File: src/hw/rtl/lncm_pkg.sv
// Shared types, constants and a helper function of the Life neighbour count map.
package lncm_pkg;

  // Default map limits and register reset values.
  localparam int          DEF_MAX_WIDTH  = 64;
  localparam int          DEF_MAX_HEIGHT = 64;
  localparam logic [6:0]  SIZE_RESET     = 7'd64;
  localparam int          MIN_SIZE       = 3;

  // Configuration register indexes.
  localparam logic        REG_WIDTH  = 1'b0;
  localparam logic        REG_HEIGHT = 1'b1;

  // Life rule counts.
  localparam logic [3:0]  SURVIVE_COUNT = 4'd2;
  localparam logic [3:0]  BIRTH_COUNT   = 4'd3;
  localparam logic [3:0]  MAX_COUNT     = 4'd8;

  typedef enum logic [1:0] {
    CMD_SET  = 2'd0,
    CMD_SNAP = 2'd1,
    CMD_EVAL = 2'd2,
    CMD_READ = 2'd3
  } cmd_t;

  // One map entry: alive flag in bit 0, live neighbour count above it.
  typedef struct packed {
    logic [3:0] count;
    logic       alive;
  } entry_t;

  typedef struct packed {
    cmd_t       command;
    logic [5:0] col;
    logic [5:0] row;
  } req_t;

  typedef struct packed {
    logic       changed;
    logic [3:0] neighbour_count;
    logic       cell_alive;
  } res_t;

  // Add or remove one neighbour, saturating at zero and at eight.
  function automatic entry_t bump(entry_t e, logic up);
    entry_t r;
    r = e;
    if (up) begin
      if (e.count < MAX_COUNT) r.count = e.count + 4'd1;
    end else begin
      if (e.count != 4'd0) r.count = e.count - 4'd1;
    end
    return r;
  endfunction

endpackage

File: src/hw/rtl/lncm_ctrl.sv
// Command sequencer: clear pass, center lookup, neighbour updates and snapshot copy.
module lncm_ctrl #(
  parameter int MAX_WIDTH  = lncm_pkg::DEF_MAX_WIDTH,
  parameter int MAX_HEIGHT = lncm_pkg::DEF_MAX_HEIGHT,
  parameter int CW = (MAX_WIDTH  > 1) ? $clog2(MAX_WIDTH)  : 1,
  parameter int RW = (MAX_HEIGHT > 1) ? $clog2(MAX_HEIGHT) : 1
) (
  input  logic                   clk,
  input  logic                   rst,
  input  logic                   cfg_we,
  input  logic                   cfg_index,
  input  logic [6:0]             cfg_data,
  input  logic                   req_valid,
  output logic                   req_ready,
  input  lncm_pkg::req_t         req,
  output logic                   res_valid,
  input  logic                   res_ready,
  output lncm_pkg::res_t         res,
  output logic                   live_we,
  output logic [CW+RW-1:0]       live_waddr,
  output lncm_pkg::entry_t       live_wdata,
  output logic [CW+RW-1:0]       live_raddr,
  input  lncm_pkg::entry_t       live_rdata,
  output logic                   snap_we,
  output logic [CW+RW-1:0]       snap_waddr,
  output lncm_pkg::entry_t       snap_wdata,
  output logic [CW+RW-1:0]       snap_raddr,
  input  lncm_pkg::entry_t       snap_rdata
);

  localparam int AW  = CW + RW;
  localparam int XW0 = $clog2(MAX_WIDTH + 1);
  localparam int YW0 = $clog2(MAX_HEIGHT + 1);
  localparam int XW  = (XW0 > 7) ? XW0 : 7;
  localparam int YW  = (YW0 > 7) ? YW0 : 7;

  typedef enum logic [2:0] {
    S_CLEAR, S_IDLE, S_FETCH, S_CHECK, S_NBR, S_COPY, S_DONE
  } state_t;

  state_t                state;
  logic [6:0]            map_width;
  logic [6:0]            map_height;
  lncm_pkg::req_t        req_q;
  logic [AW-1:0]         clr;
  logic [2:0]            k;
  logic                  up_q;
  logic [AW-1:0]         cp_rd;
  logic                  cp_reading;
  logic [AW-1:0]         cp_wa;
  logic                  cp_wv;

  logic [XW-1:0]         w_eff, w_raw, col_x, cl, cr;
  logic [YW-1:0]         h_eff, h_raw, row_y, ra, rb;
  logic                  on_map;
  logic                  chg;
  logic [AW-1:0]         nbr [8];
  logic [AW-1:0]         center;

  // Effective map size, clamped to the supported range.
  always_comb begin
    w_raw = XW'(map_width);
    h_raw = YW'(map_height);
    if (w_raw < XW'(lncm_pkg::MIN_SIZE))   w_eff = XW'(lncm_pkg::MIN_SIZE);
    else if (w_raw > XW'(MAX_WIDTH))       w_eff = XW'(MAX_WIDTH);
    else                                   w_eff = w_raw;
    if (h_raw < YW'(lncm_pkg::MIN_SIZE))   h_eff = YW'(lncm_pkg::MIN_SIZE);
    else if (h_raw > YW'(MAX_HEIGHT))      h_eff = YW'(MAX_HEIGHT);
    else                                   h_eff = h_raw;
  end

  // Wrapped neighbour coordinates of the latched cell.
  always_comb begin
    col_x  = XW'(req_q.col);
    row_y  = YW'(req_q.row);
    on_map = (col_x < w_eff) && (row_y < h_eff);
    cl = (col_x == '0) ? w_eff - XW'(1) : col_x - XW'(1);
    cr = (col_x == w_eff - XW'(1)) ? '0 : col_x + XW'(1);
    ra = (row_y == '0) ? h_eff - YW'(1) : row_y - YW'(1);
    rb = (row_y == h_eff - YW'(1)) ? '0 : row_y + YW'(1);
    center = {row_y[RW-1:0], col_x[CW-1:0]};
    nbr[0] = {ra[RW-1:0],    cl[CW-1:0]};
    nbr[1] = {ra[RW-1:0],    col_x[CW-1:0]};
    nbr[2] = {ra[RW-1:0],    cr[CW-1:0]};
    nbr[3] = {row_y[RW-1:0], cl[CW-1:0]};
    nbr[4] = {row_y[RW-1:0], cr[CW-1:0]};
    nbr[5] = {rb[RW-1:0],    cl[CW-1:0]};
    nbr[6] = {rb[RW-1:0],    col_x[CW-1:0]};
    nbr[7] = {rb[RW-1:0],    cr[CW-1:0]};
  end

  // Decision on the center cell, valid while the lookup data is present.
  always_comb begin
    case (req_q.command)
      lncm_pkg::CMD_SET:  chg = !live_rdata.alive;
      lncm_pkg::CMD_EVAL: begin
        if (snap_rdata.alive) begin
          chg = (snap_rdata.count != lncm_pkg::SURVIVE_COUNT) &&
                (snap_rdata.count != lncm_pkg::BIRTH_COUNT) && live_rdata.alive;
        end else begin
          chg = (snap_rdata.count == lncm_pkg::BIRTH_COUNT) && !live_rdata.alive;
        end
      end
      default: chg = 1'b0;
    endcase
    chg = chg && on_map;
  end

  // Memory port steering.
  always_comb begin
    live_we    = 1'b0;
    live_waddr = center;
    live_wdata = live_rdata;
    live_raddr = center;
    snap_we    = 1'b0;
    snap_waddr = cp_wa;
    snap_wdata = live_rdata;
    snap_raddr = center;
    unique case (state)
      S_CLEAR: begin
        live_we    = 1'b1;
        live_waddr = clr;
        live_wdata = '0;
        snap_we    = 1'b1;
        snap_waddr = clr;
        snap_wdata = '0;
      end
      S_CHECK: begin
        live_we          = chg;
        live_wdata.alive = !live_rdata.alive;
        live_raddr       = nbr[0];
      end
      S_NBR: begin
        live_we    = 1'b1;
        live_waddr = nbr[k];
        live_wdata = lncm_pkg::bump(live_rdata, up_q);
        live_raddr = nbr[k + 3'd1];
      end
      S_COPY: begin
        live_raddr = cp_rd;
        snap_we    = cp_wv;
      end
      default: begin
      end
    endcase
  end

  assign req_ready = (state == S_IDLE);
  assign res_valid = (state == S_DONE);

  always_ff @(posedge clk) begin
    if (rst) begin
      state      <= S_CLEAR;
      map_width  <= lncm_pkg::SIZE_RESET;
      map_height <= lncm_pkg::SIZE_RESET;
      clr        <= '0;
      cp_reading <= 1'b0;
      cp_wv      <= 1'b0;
    end else begin
      if (cfg_we) begin
        if (cfg_index == lncm_pkg::REG_WIDTH) map_width  <= cfg_data;
        else                                  map_height <= cfg_data;
      end
      unique case (state)
        S_CLEAR: begin
          clr <= clr + AW'(1);
          if (&clr) state <= S_IDLE;
        end
        S_IDLE: begin
          if (req_valid) begin
            req_q <= req;
            state <= S_FETCH;
          end
        end
        S_FETCH: state <= S_CHECK;
        S_CHECK: begin
          res.cell_alive      <= on_map & (live_rdata.alive ^ chg);
          res.neighbour_count <= on_map ? live_rdata.count : 4'd0;
          res.changed         <= chg;
          up_q                <= !live_rdata.alive;
          k                   <= '0;
          cp_rd               <= '0;
          cp_reading          <= 1'b1;
          cp_wv               <= 1'b0;
          if (chg)                                   state <= S_NBR;
          else if (req_q.command == lncm_pkg::CMD_SNAP) state <= S_COPY;
          else                                       state <= S_DONE;
        end
        S_NBR: begin
          k <= k + 3'd1;
          if (&k) state <= S_DONE;
        end
        S_COPY: begin
          // Reads run one entry ahead of the snapshot writes.
          cp_wv <= cp_reading;
          cp_wa <= cp_rd;
          if (cp_reading) begin
            cp_rd <= cp_rd + AW'(1);
            if (&cp_rd) cp_reading <= 1'b0;
          end
          if (!cp_reading && !cp_wv) state <= S_DONE;
        end
        S_DONE: begin
          if (res_ready) state <= S_IDLE;
        end
        default: state <= S_IDLE;
      endcase
    end
  end

endmodule

File: config.mk
export PLATFORM = sky130hd
export DESIGN_NAME = lncm_ctrl
export DESIGN_NICKNAME = d
export VERILOG_FILES = /design/src/hw/rtl/lncm_pkg.sv /design/src/hw/rtl/lncm_ctrl.sv
export SDC_FILE = /design/constraint.sdc
export NUM_CORES = 1
export LEC_CHECK = 0
export BUFFER_PORTS_ARGS = -buffer_cell sky130_fd_sc_hd__buf_4
export CORE_ASPECT_RATIO = 0.9
export CORE_MARGIN = 1
export CORE_UTILIZATION = 60
export DETAILED_ROUTE_END_ITERATION = 8
export GPL_TIMING_DRIVEN = 0
export PLACE_DENSITY = 0.83
export SYNTH_ARGS = -nofsm -noshare
export SYNTH_HDL_FRONTEND = slang
export SYNTH_SLANG_ARGS = --single-unit
File: constraint.sdc
create_clock -name clk -period 6.9 [get_ports clk]
set_input_delay 0.345 -clock clk [delete_from_list [all_inputs] [get_ports clk]]
set_output_delay 0.345 -clock clk [all_outputs]
set_load 0.005 [all_outputs]
==> summary.md, run 1 <==
| Metric | Value |
|---|---|
| Ys Warns | `0` |
| Hold buffer count at CTS | `0` |
| WP data required | `6.55 ns` |
| Worst stage delay on the critical path | `0.52 ns` |
| Critical path capture point type | `primary output` |
| Nets | `1035` |
| Distinct cells, synth | `67` |
| Post-Synthesis Mean Instance Area | `7.76 um^2` |
| Clock power share | `36.7%` |
| Max-slew violation count | `0` |
| H-tree levels | `3` |
| Final setup skew | `0.00419 ns` |
| Internal power | `979 uW` |
| Largest net degree at the start of global routing | `16` |
| CP startpoint kind | `flop` |
| # port buffers | `100` |
| Top cell by count, worst path | `nor2_1` |
| Worst EP arrival | `3.96 ns` |
| CTS tree | `built` |
| Top cells by area, synth | `edfxtp_1 22%, dfxtp_1 9.3%, nand2_1 6.2%` |
| Max Fanout on Critical Path | `10` |
| Drt wl/cell | `19.6 um` |
| List of most frequent post-synthesis cells | `111 x nand2_1, 98 x nor2_1, 61 x o21ai_0` |
| Vias in the first global route | `6563` |
| Pleak | `0.00316 uW` |
| Synth Cell Area | `0.00667 mm^2` |
| Sw Ratio | `30.0%` |
| Hold Crit Class | `input pin to flop` |
| Post-CTS Resized | `0` |
| Register area share after synthesis | `30.9%` |
| FF-to-FF End | `cp_rd[0]` |
| Antenna viol nets, final | `0` |
| Routed wire length | `21.8 mm` |
| Post-synth EDFFs | `48` |
| Tot GR Track Use | `37.9%` |
| Final Hold Fails | `0` |
| # DRC | `0` |
| Placed instance count | `1095` |
| Core area | `0.0108 mm^2` |
| First-pass GRT wire length | `33.9 mm` |
| Sink of the worst hold path | `snap_raddr[0]` |
| Core Rows | `36` |
| Final global-route overflow total | `0` |
| Fillers | `873` |
| Clk slew on worst S/H paths | `0.07 ns` |
| GPL Wtd Cong | `0.979` |
| Syn-to-layout area delta | `18.8%` |
| Dominant cell by count in the synthesized netlist | `nand2_1` |
| Worst-Margin Slew | `1.05 ns` |
| Worst r2r src | `state[2]` |
| Post-CTS Setup Inserts | `0` |
| Dominant synthesized flop cell | `edfxtp_1` |
| Post-synth top area share | `21.6%` |
| Sink Count | `79` |
| Fmax | `232 MHz` |
| Synth Register Bits | `79` |
| Status | `complete, no violations` |
| Max stage delay cell, worst path | `nor4_1` |
| Initial DRC count | `905` |
| Hold Crit Depth | `1` |
| Buf/Inv on CP | `3` |
| RSZ-0062 raised after global routing | `no` |
| Minimum clock period | `4.31 ns` |
| Synth Net Count | `922` |
| Crit share post-route | `62.4%` |
| CTS Buf Count | `9` |
| Antenna diode count | `0` |
| Headroom to the max-slew limit | `29.7%` |
| # IOs | `105` |
| Gate power share | `25.1%` |
| Setup TNS | `0 ns` |
| Crit path cell chain | `nor4_1 > nor2_1 > nor2_1 > inv_1 > ha_1 > xor2_1 > mux2_2 > a21oi_1 > a2111oi_2 > and2_1 > buf_6 > o311ai_0 > o211ai_1 > a22oi_1 > buf_4` |
| Non-filler instance count after layout | `1111` |
| Chip width | `113 um` |
| Clock Latency Late Sink | `0.35 ns` |
| Die H | `102 um` |
| Fraction of layout cells with a size suffix above 1 | `16.8%` |
| Clock Path Buffers | `2` |
| Synth Instances | `860` |
| Max Cap Viol | `0` |
| Post-synth ARST share | `0%` |
| Drt first pass iters | `6` |
| Clock root cell | `clkbuf_16` |
| Number of vias per cell | `6.64` |
| Setup slack, reg-to-reg | `3.37 ns` |
| Area leader, netlist | `edfxtp_1` |
| CP top delay family | `simple AND/OR/NAND/NOR gates` |
| Initial antenna violation count | `0` |
| Final Util | `73.3%` |
| Power share of the sequential group | `38.2%` |
| DP HPWL | `16.2 mm` |
| Hold path startpoint | `req[6]` |
| R2R depth | `6` |
| Vias | `7373` |
| Crit Path Class | `flop to primary output` |
| Peak supply drop | `176 uV` |
| Setup-failing EPs final | `0` |
| Die area | `0.0115 mm^2` |
| NetSw | `419 uW` |
| Initial core utilization | `61.7%` |
| P per Cell Area | `176 mW/mm^2` |
-- worst max-delay path by stage --
stage / startpoint / to / slack [ns] / cells after the start
3_3_place_gp: state[0] / snap_raddr[0] / 2.54 / 3
2_1_floorplan: h_raw[2] / live_waddr[6] / 3.71 / 14
6_report: h_raw[2] / live_raddr[7] / 2.59 / 15
3_5_place_dp: h_raw[2] / live_waddr[6] / 3.07 / 15
5_1_grt: h_raw[2] / live_raddr[7] / 2.32 / 15
4_1_cts: h_raw[2] / live_raddr[7] / 2.61 / 15
-- registers in the layout (all words and copies together) (netlist names) --
name	cells
state	3
h_raw	7
map_width	7
up_q	1
cp_rd	12
cp_wa	12
cp_reading	1
req_q	2
clr	12
snap_raddr	12
res	6
cp_wv	1
k	3
-- cell families after synthesis --
| family | count (synthesis) | share of synthesized area [%] |
|---|---|---|
| DFF | 79 | 30.9 |
| xor gates and xnor gates | 37 | 4.86 |
| buffers and inverters | 95 | 6.19 |
| adders and majority gates | 25 | 4.69 |
| muxes | 33 | 5.29 |
| and+or+nand+nor | 351 | 24.4 |
| AOI/OAI and AO/OA | 240 | 23.7 |
-- layer usage --
metal  part of all wire [%]  track usage [%]  vias to the layer above
met4                    3.4             15.9                        0
li1                       -                -                     3347
met5                      0                0                        -
met2                     43             59.2                      554
met1                     41             50.8                     3380
met3                     12             9.02                       92
-- power by group through the flow --
stage                     logic [uW]  clock network (uW)  registers (uW)
final                            351                 513             534
after detailed placement         342                   0             543
after floorplan                  203                   0             537
after global routing             383                 531             536
after CTS                        344                 515             533
after global placement           336                   0             543
-- cell type report --
type | count | area (um^2) | area share (%)
inverter | 25 | 93.8 | 1.18
clock inverter | 5 | 61.3 | 0.773
buffer | 70 | 319 | 4.03
tap | 133 | 166 | 2.10
clock buffer | 11 | 254 | 3.20
sequential | 79 | 2060 | 26.0
multi-input combinational | 686 | 4200 | 53.0
timing repair buffer | 102 | 766 | 9.66
-- stage by stage --
stage / total power [uW] / area [um^2] / worst slack, ns / hold slack [ns]
3_5_place_dp: 885 / 7610 / 3.07 / 0.500
2_1_floorplan: 739 / 6670 / 3.71 / 0.444
4_1_cts: 1390 / 7930 / 2.61 / 0.158
3_3_place_gp: 879 / 7590 / 2.54 / 0.499
5_1_grt: 1450 / 7930 / 2.32 / 0.157
6_report: 1400 / 7930 / 2.59 / 0.163
-- worst register-to-register path: stages, from the launching register on --
cell and delay, ns:
dfxtp_1 0.42, clkbuf_1 0.41, nor2b_1 0.37, clkbuf_1 0.37, nand2_1 0.19, nor2_1 0.84, a21o_1 0.56
-- placed cells by master, fill, tap and decap left out, types with 31 or more instances in the layout --
master,n
a21oi_1,58
nand2_1,111
buf_4,114
o21ai_0,61
nand3_1,32
nor2_1,98
edfxtp_1,48
dfxtp_1,31
clkbuf_1,53
Note: power is estimated with default switching activity, not from simulation.
==> run 2: changes to the inputs <==
Settings changed: CORE_UTILIZATION 60 to 58, PLACE_DENSITY 0.83 to 0.8.
Clock period 6.9 ns to 4.2 ns, I/O delays scaled along.
==> run 2 against run 1 <==
Compared with the run above:
- the run now ends with setup timing left
- highest routed layer is now met5
- sequential power increased by 65%
- global-route usage increased by 2.6 points
- sequential share of layout area decreased by 0.32 points
==> summary.md, run 2 (synthesized netlist as in run 1, its figures left out) <==
| Metric | Value |
|---|---|
| Drt first pass iters | `6` |
| Status | `finished, violations left` |
| Worst-Margin Slew | `1.16 ns` |
| Antenna viol nets, final | `0` |
| Hold path startpoint | `req[7]` |
| Crit share post-route | `100%` |
| Clock Latency Late Sink | `0.36 ns` |
| Vias in the first global route | `7081` |
| Max Cap Viol | `0` |
| Setup WS post-layout | `-0.0150 ns` |
| Core Rows | `36` |
| CTS Buf Count | `9` |
| Largest net degree at the start of global routing | `17` |
| Hold_ws | `0.0233 ns` |
| GPL Wtd Cong | `0.971` |
| Final global-route overflow total | `0` |
| Setup-failing EPs final | `1` |
| Fraction of layout cells with a size suffix above 1 | `17.6%` |
| Tot GR Track Use | `40.6%` |
| Number of vias per cell | `6.66` |
| Max-slew violation count | `0` |
| Clk slew on worst S/H paths | `0.07 ns` |
| First-pass GRT wire length | `37.3 mm` |
| Failing checks | `setup timing` |
| Sink Count | `79` |
| Pleak | `0.00319 uW` |
| Hold buffer count at CTS | `0` |
| Die H | `104 um` |
| Initial core utilization | `60.7%` |
| Commonest non-fill, non-tap cell in the layout | `buf_4` |
| RSZ-0062 raised after global routing | `yes` |
| DP HPWL | `17.5 mm` |
| Nets | `1035` |
| Crit path launch | `map_width[2]` |
| Initial antenna violation count | `1` |
| Antenna diode count | `0` |
| Minimum clock period | `4.21 ns` |
| Die area | `0.0119 mm^2` |
| CP startpoint kind | `flop` |
| Core area | `0.0110 mm^2` |
| Worst r2r src | `state[2]` |
| WP data required | `3.99 ns` |
| R2R depth | `6` |
| Total power | `2380 uW` |
| CTS tree | `built` |
| Chip width | `115 um` |
| # IOs | `105` |
| Most frequent cells in the layout | `114 x buf_4, 110 x nand2_1, 97 x nor2_1` |
| Worst EP arrival | `4.00 ns` |
| Crit Path Class | `flop to primary output` |
| Vias | `7526` |
| Headroom to the max-slew limit | `22.0%` |
| Fmax | `237 MHz` |
| Final Hold Fails | `0` |
| # port buffers | `100` |
| Peak supply drop | `252 uV` |
| P per Cell Area | `297 mW/mm^2` |
| Critical path capture point type | `primary output` |
| Final setup skew | `0.0120 ns` |
| Syn-to-layout area delta | `20.3%` |
| Setup WS pre-CTS | `0.483 ns` |
| Routed wire length | `23.8 mm` |
| Clock Path Buffers | `2` |
| Initial DRC count | `1204` |
| # DRC | `0` |
| Clock root cell | `clkbuf_16` |
| Hold Crit Class | `input pin to flop` |
| Max Fanout on Critical Path | `6` |
| Drt wl/cell | `21.1 um` |
| H-tree levels | `3` |
| Hold Crit Depth | `1` |
[run 2: cell types whose count changed in the layout (fill, tap and decap cells not counted), sizes merged]
cell,before,now
clkbuf,63,61
clkinv,0,2
bufinv,1,2
clkinvlp,1,0
[run 2: final cells by class]
cell class                 instances  area [um^2]
tap                              152          190
fill                             875         2970
clock inverter                     7          111
buffer                            70          320
timing repair buffer             102          766
multi-input combinational        686         4260
sequential                        79         2060
inverter                          25         93.8
clock buffer                       9          225
[run 2: path summary, 6_finish.rpt]
path / end / slack [ns]
max: live_raddr[2] / -0.01
min: snap_raddr[1] / 0.02
max reg2reg: cp_rd[6] / 0.48
min reg2reg: cp_wa[10] / 0.53
[run 2: where the power goes]
part	switching, uW	internal [uW]
Clock	371	534
Sequential	36.7	842
Combinational	332	267
Total	740	1640
[run 2: repair_timing]
action / 4_1_cts / 5_1_grt
setup buffers: 0 / 0
resized for setup: 0 / 11
endpoints found under the hold margin: 0 / 0
setup endpoints to repair: 0 / 19
[run 2: routing by layer]
layer	GRT usage, %	vias up	wire (um)
met1	53.1	3447	9040
met5	0	-	13
li1	-	3344	-
met3	10.9	110	3100
met2	62.4	623	10600
met4	17.5	2	1040
[run 2: critical path: stages (launching register included)]
cell      delay [ns]
dfxtp_1         0.38
nor4_1          0.35
nor2_1          0.07
nor2_1          0.23
inv_1           0.09
ha_1            0.28
and2_1          0.19
a31oi_1         0.33
a21oi_1         0.14
nor3_2          0.41
a21oi_1         0.27
o221a_2         0.33
o211ai_1        0.27
a21oi_1         0.14
buf_4           0.16
[run 2: per-stage QoR]
stage          std cells  cell area (um^2)  util, %  setup TNS, ns
2_1_floorplan        860              6670        -              0
3_5_place_dp        1114              7630     69.5              0
4_1_cts             1130              7970     72.5              0
3_3_place_gp        1112              7610     69.3          -3.16
6_report            1130              8020     73.0        -0.0150
5_1_grt             1130              8020     73.0         -0.413
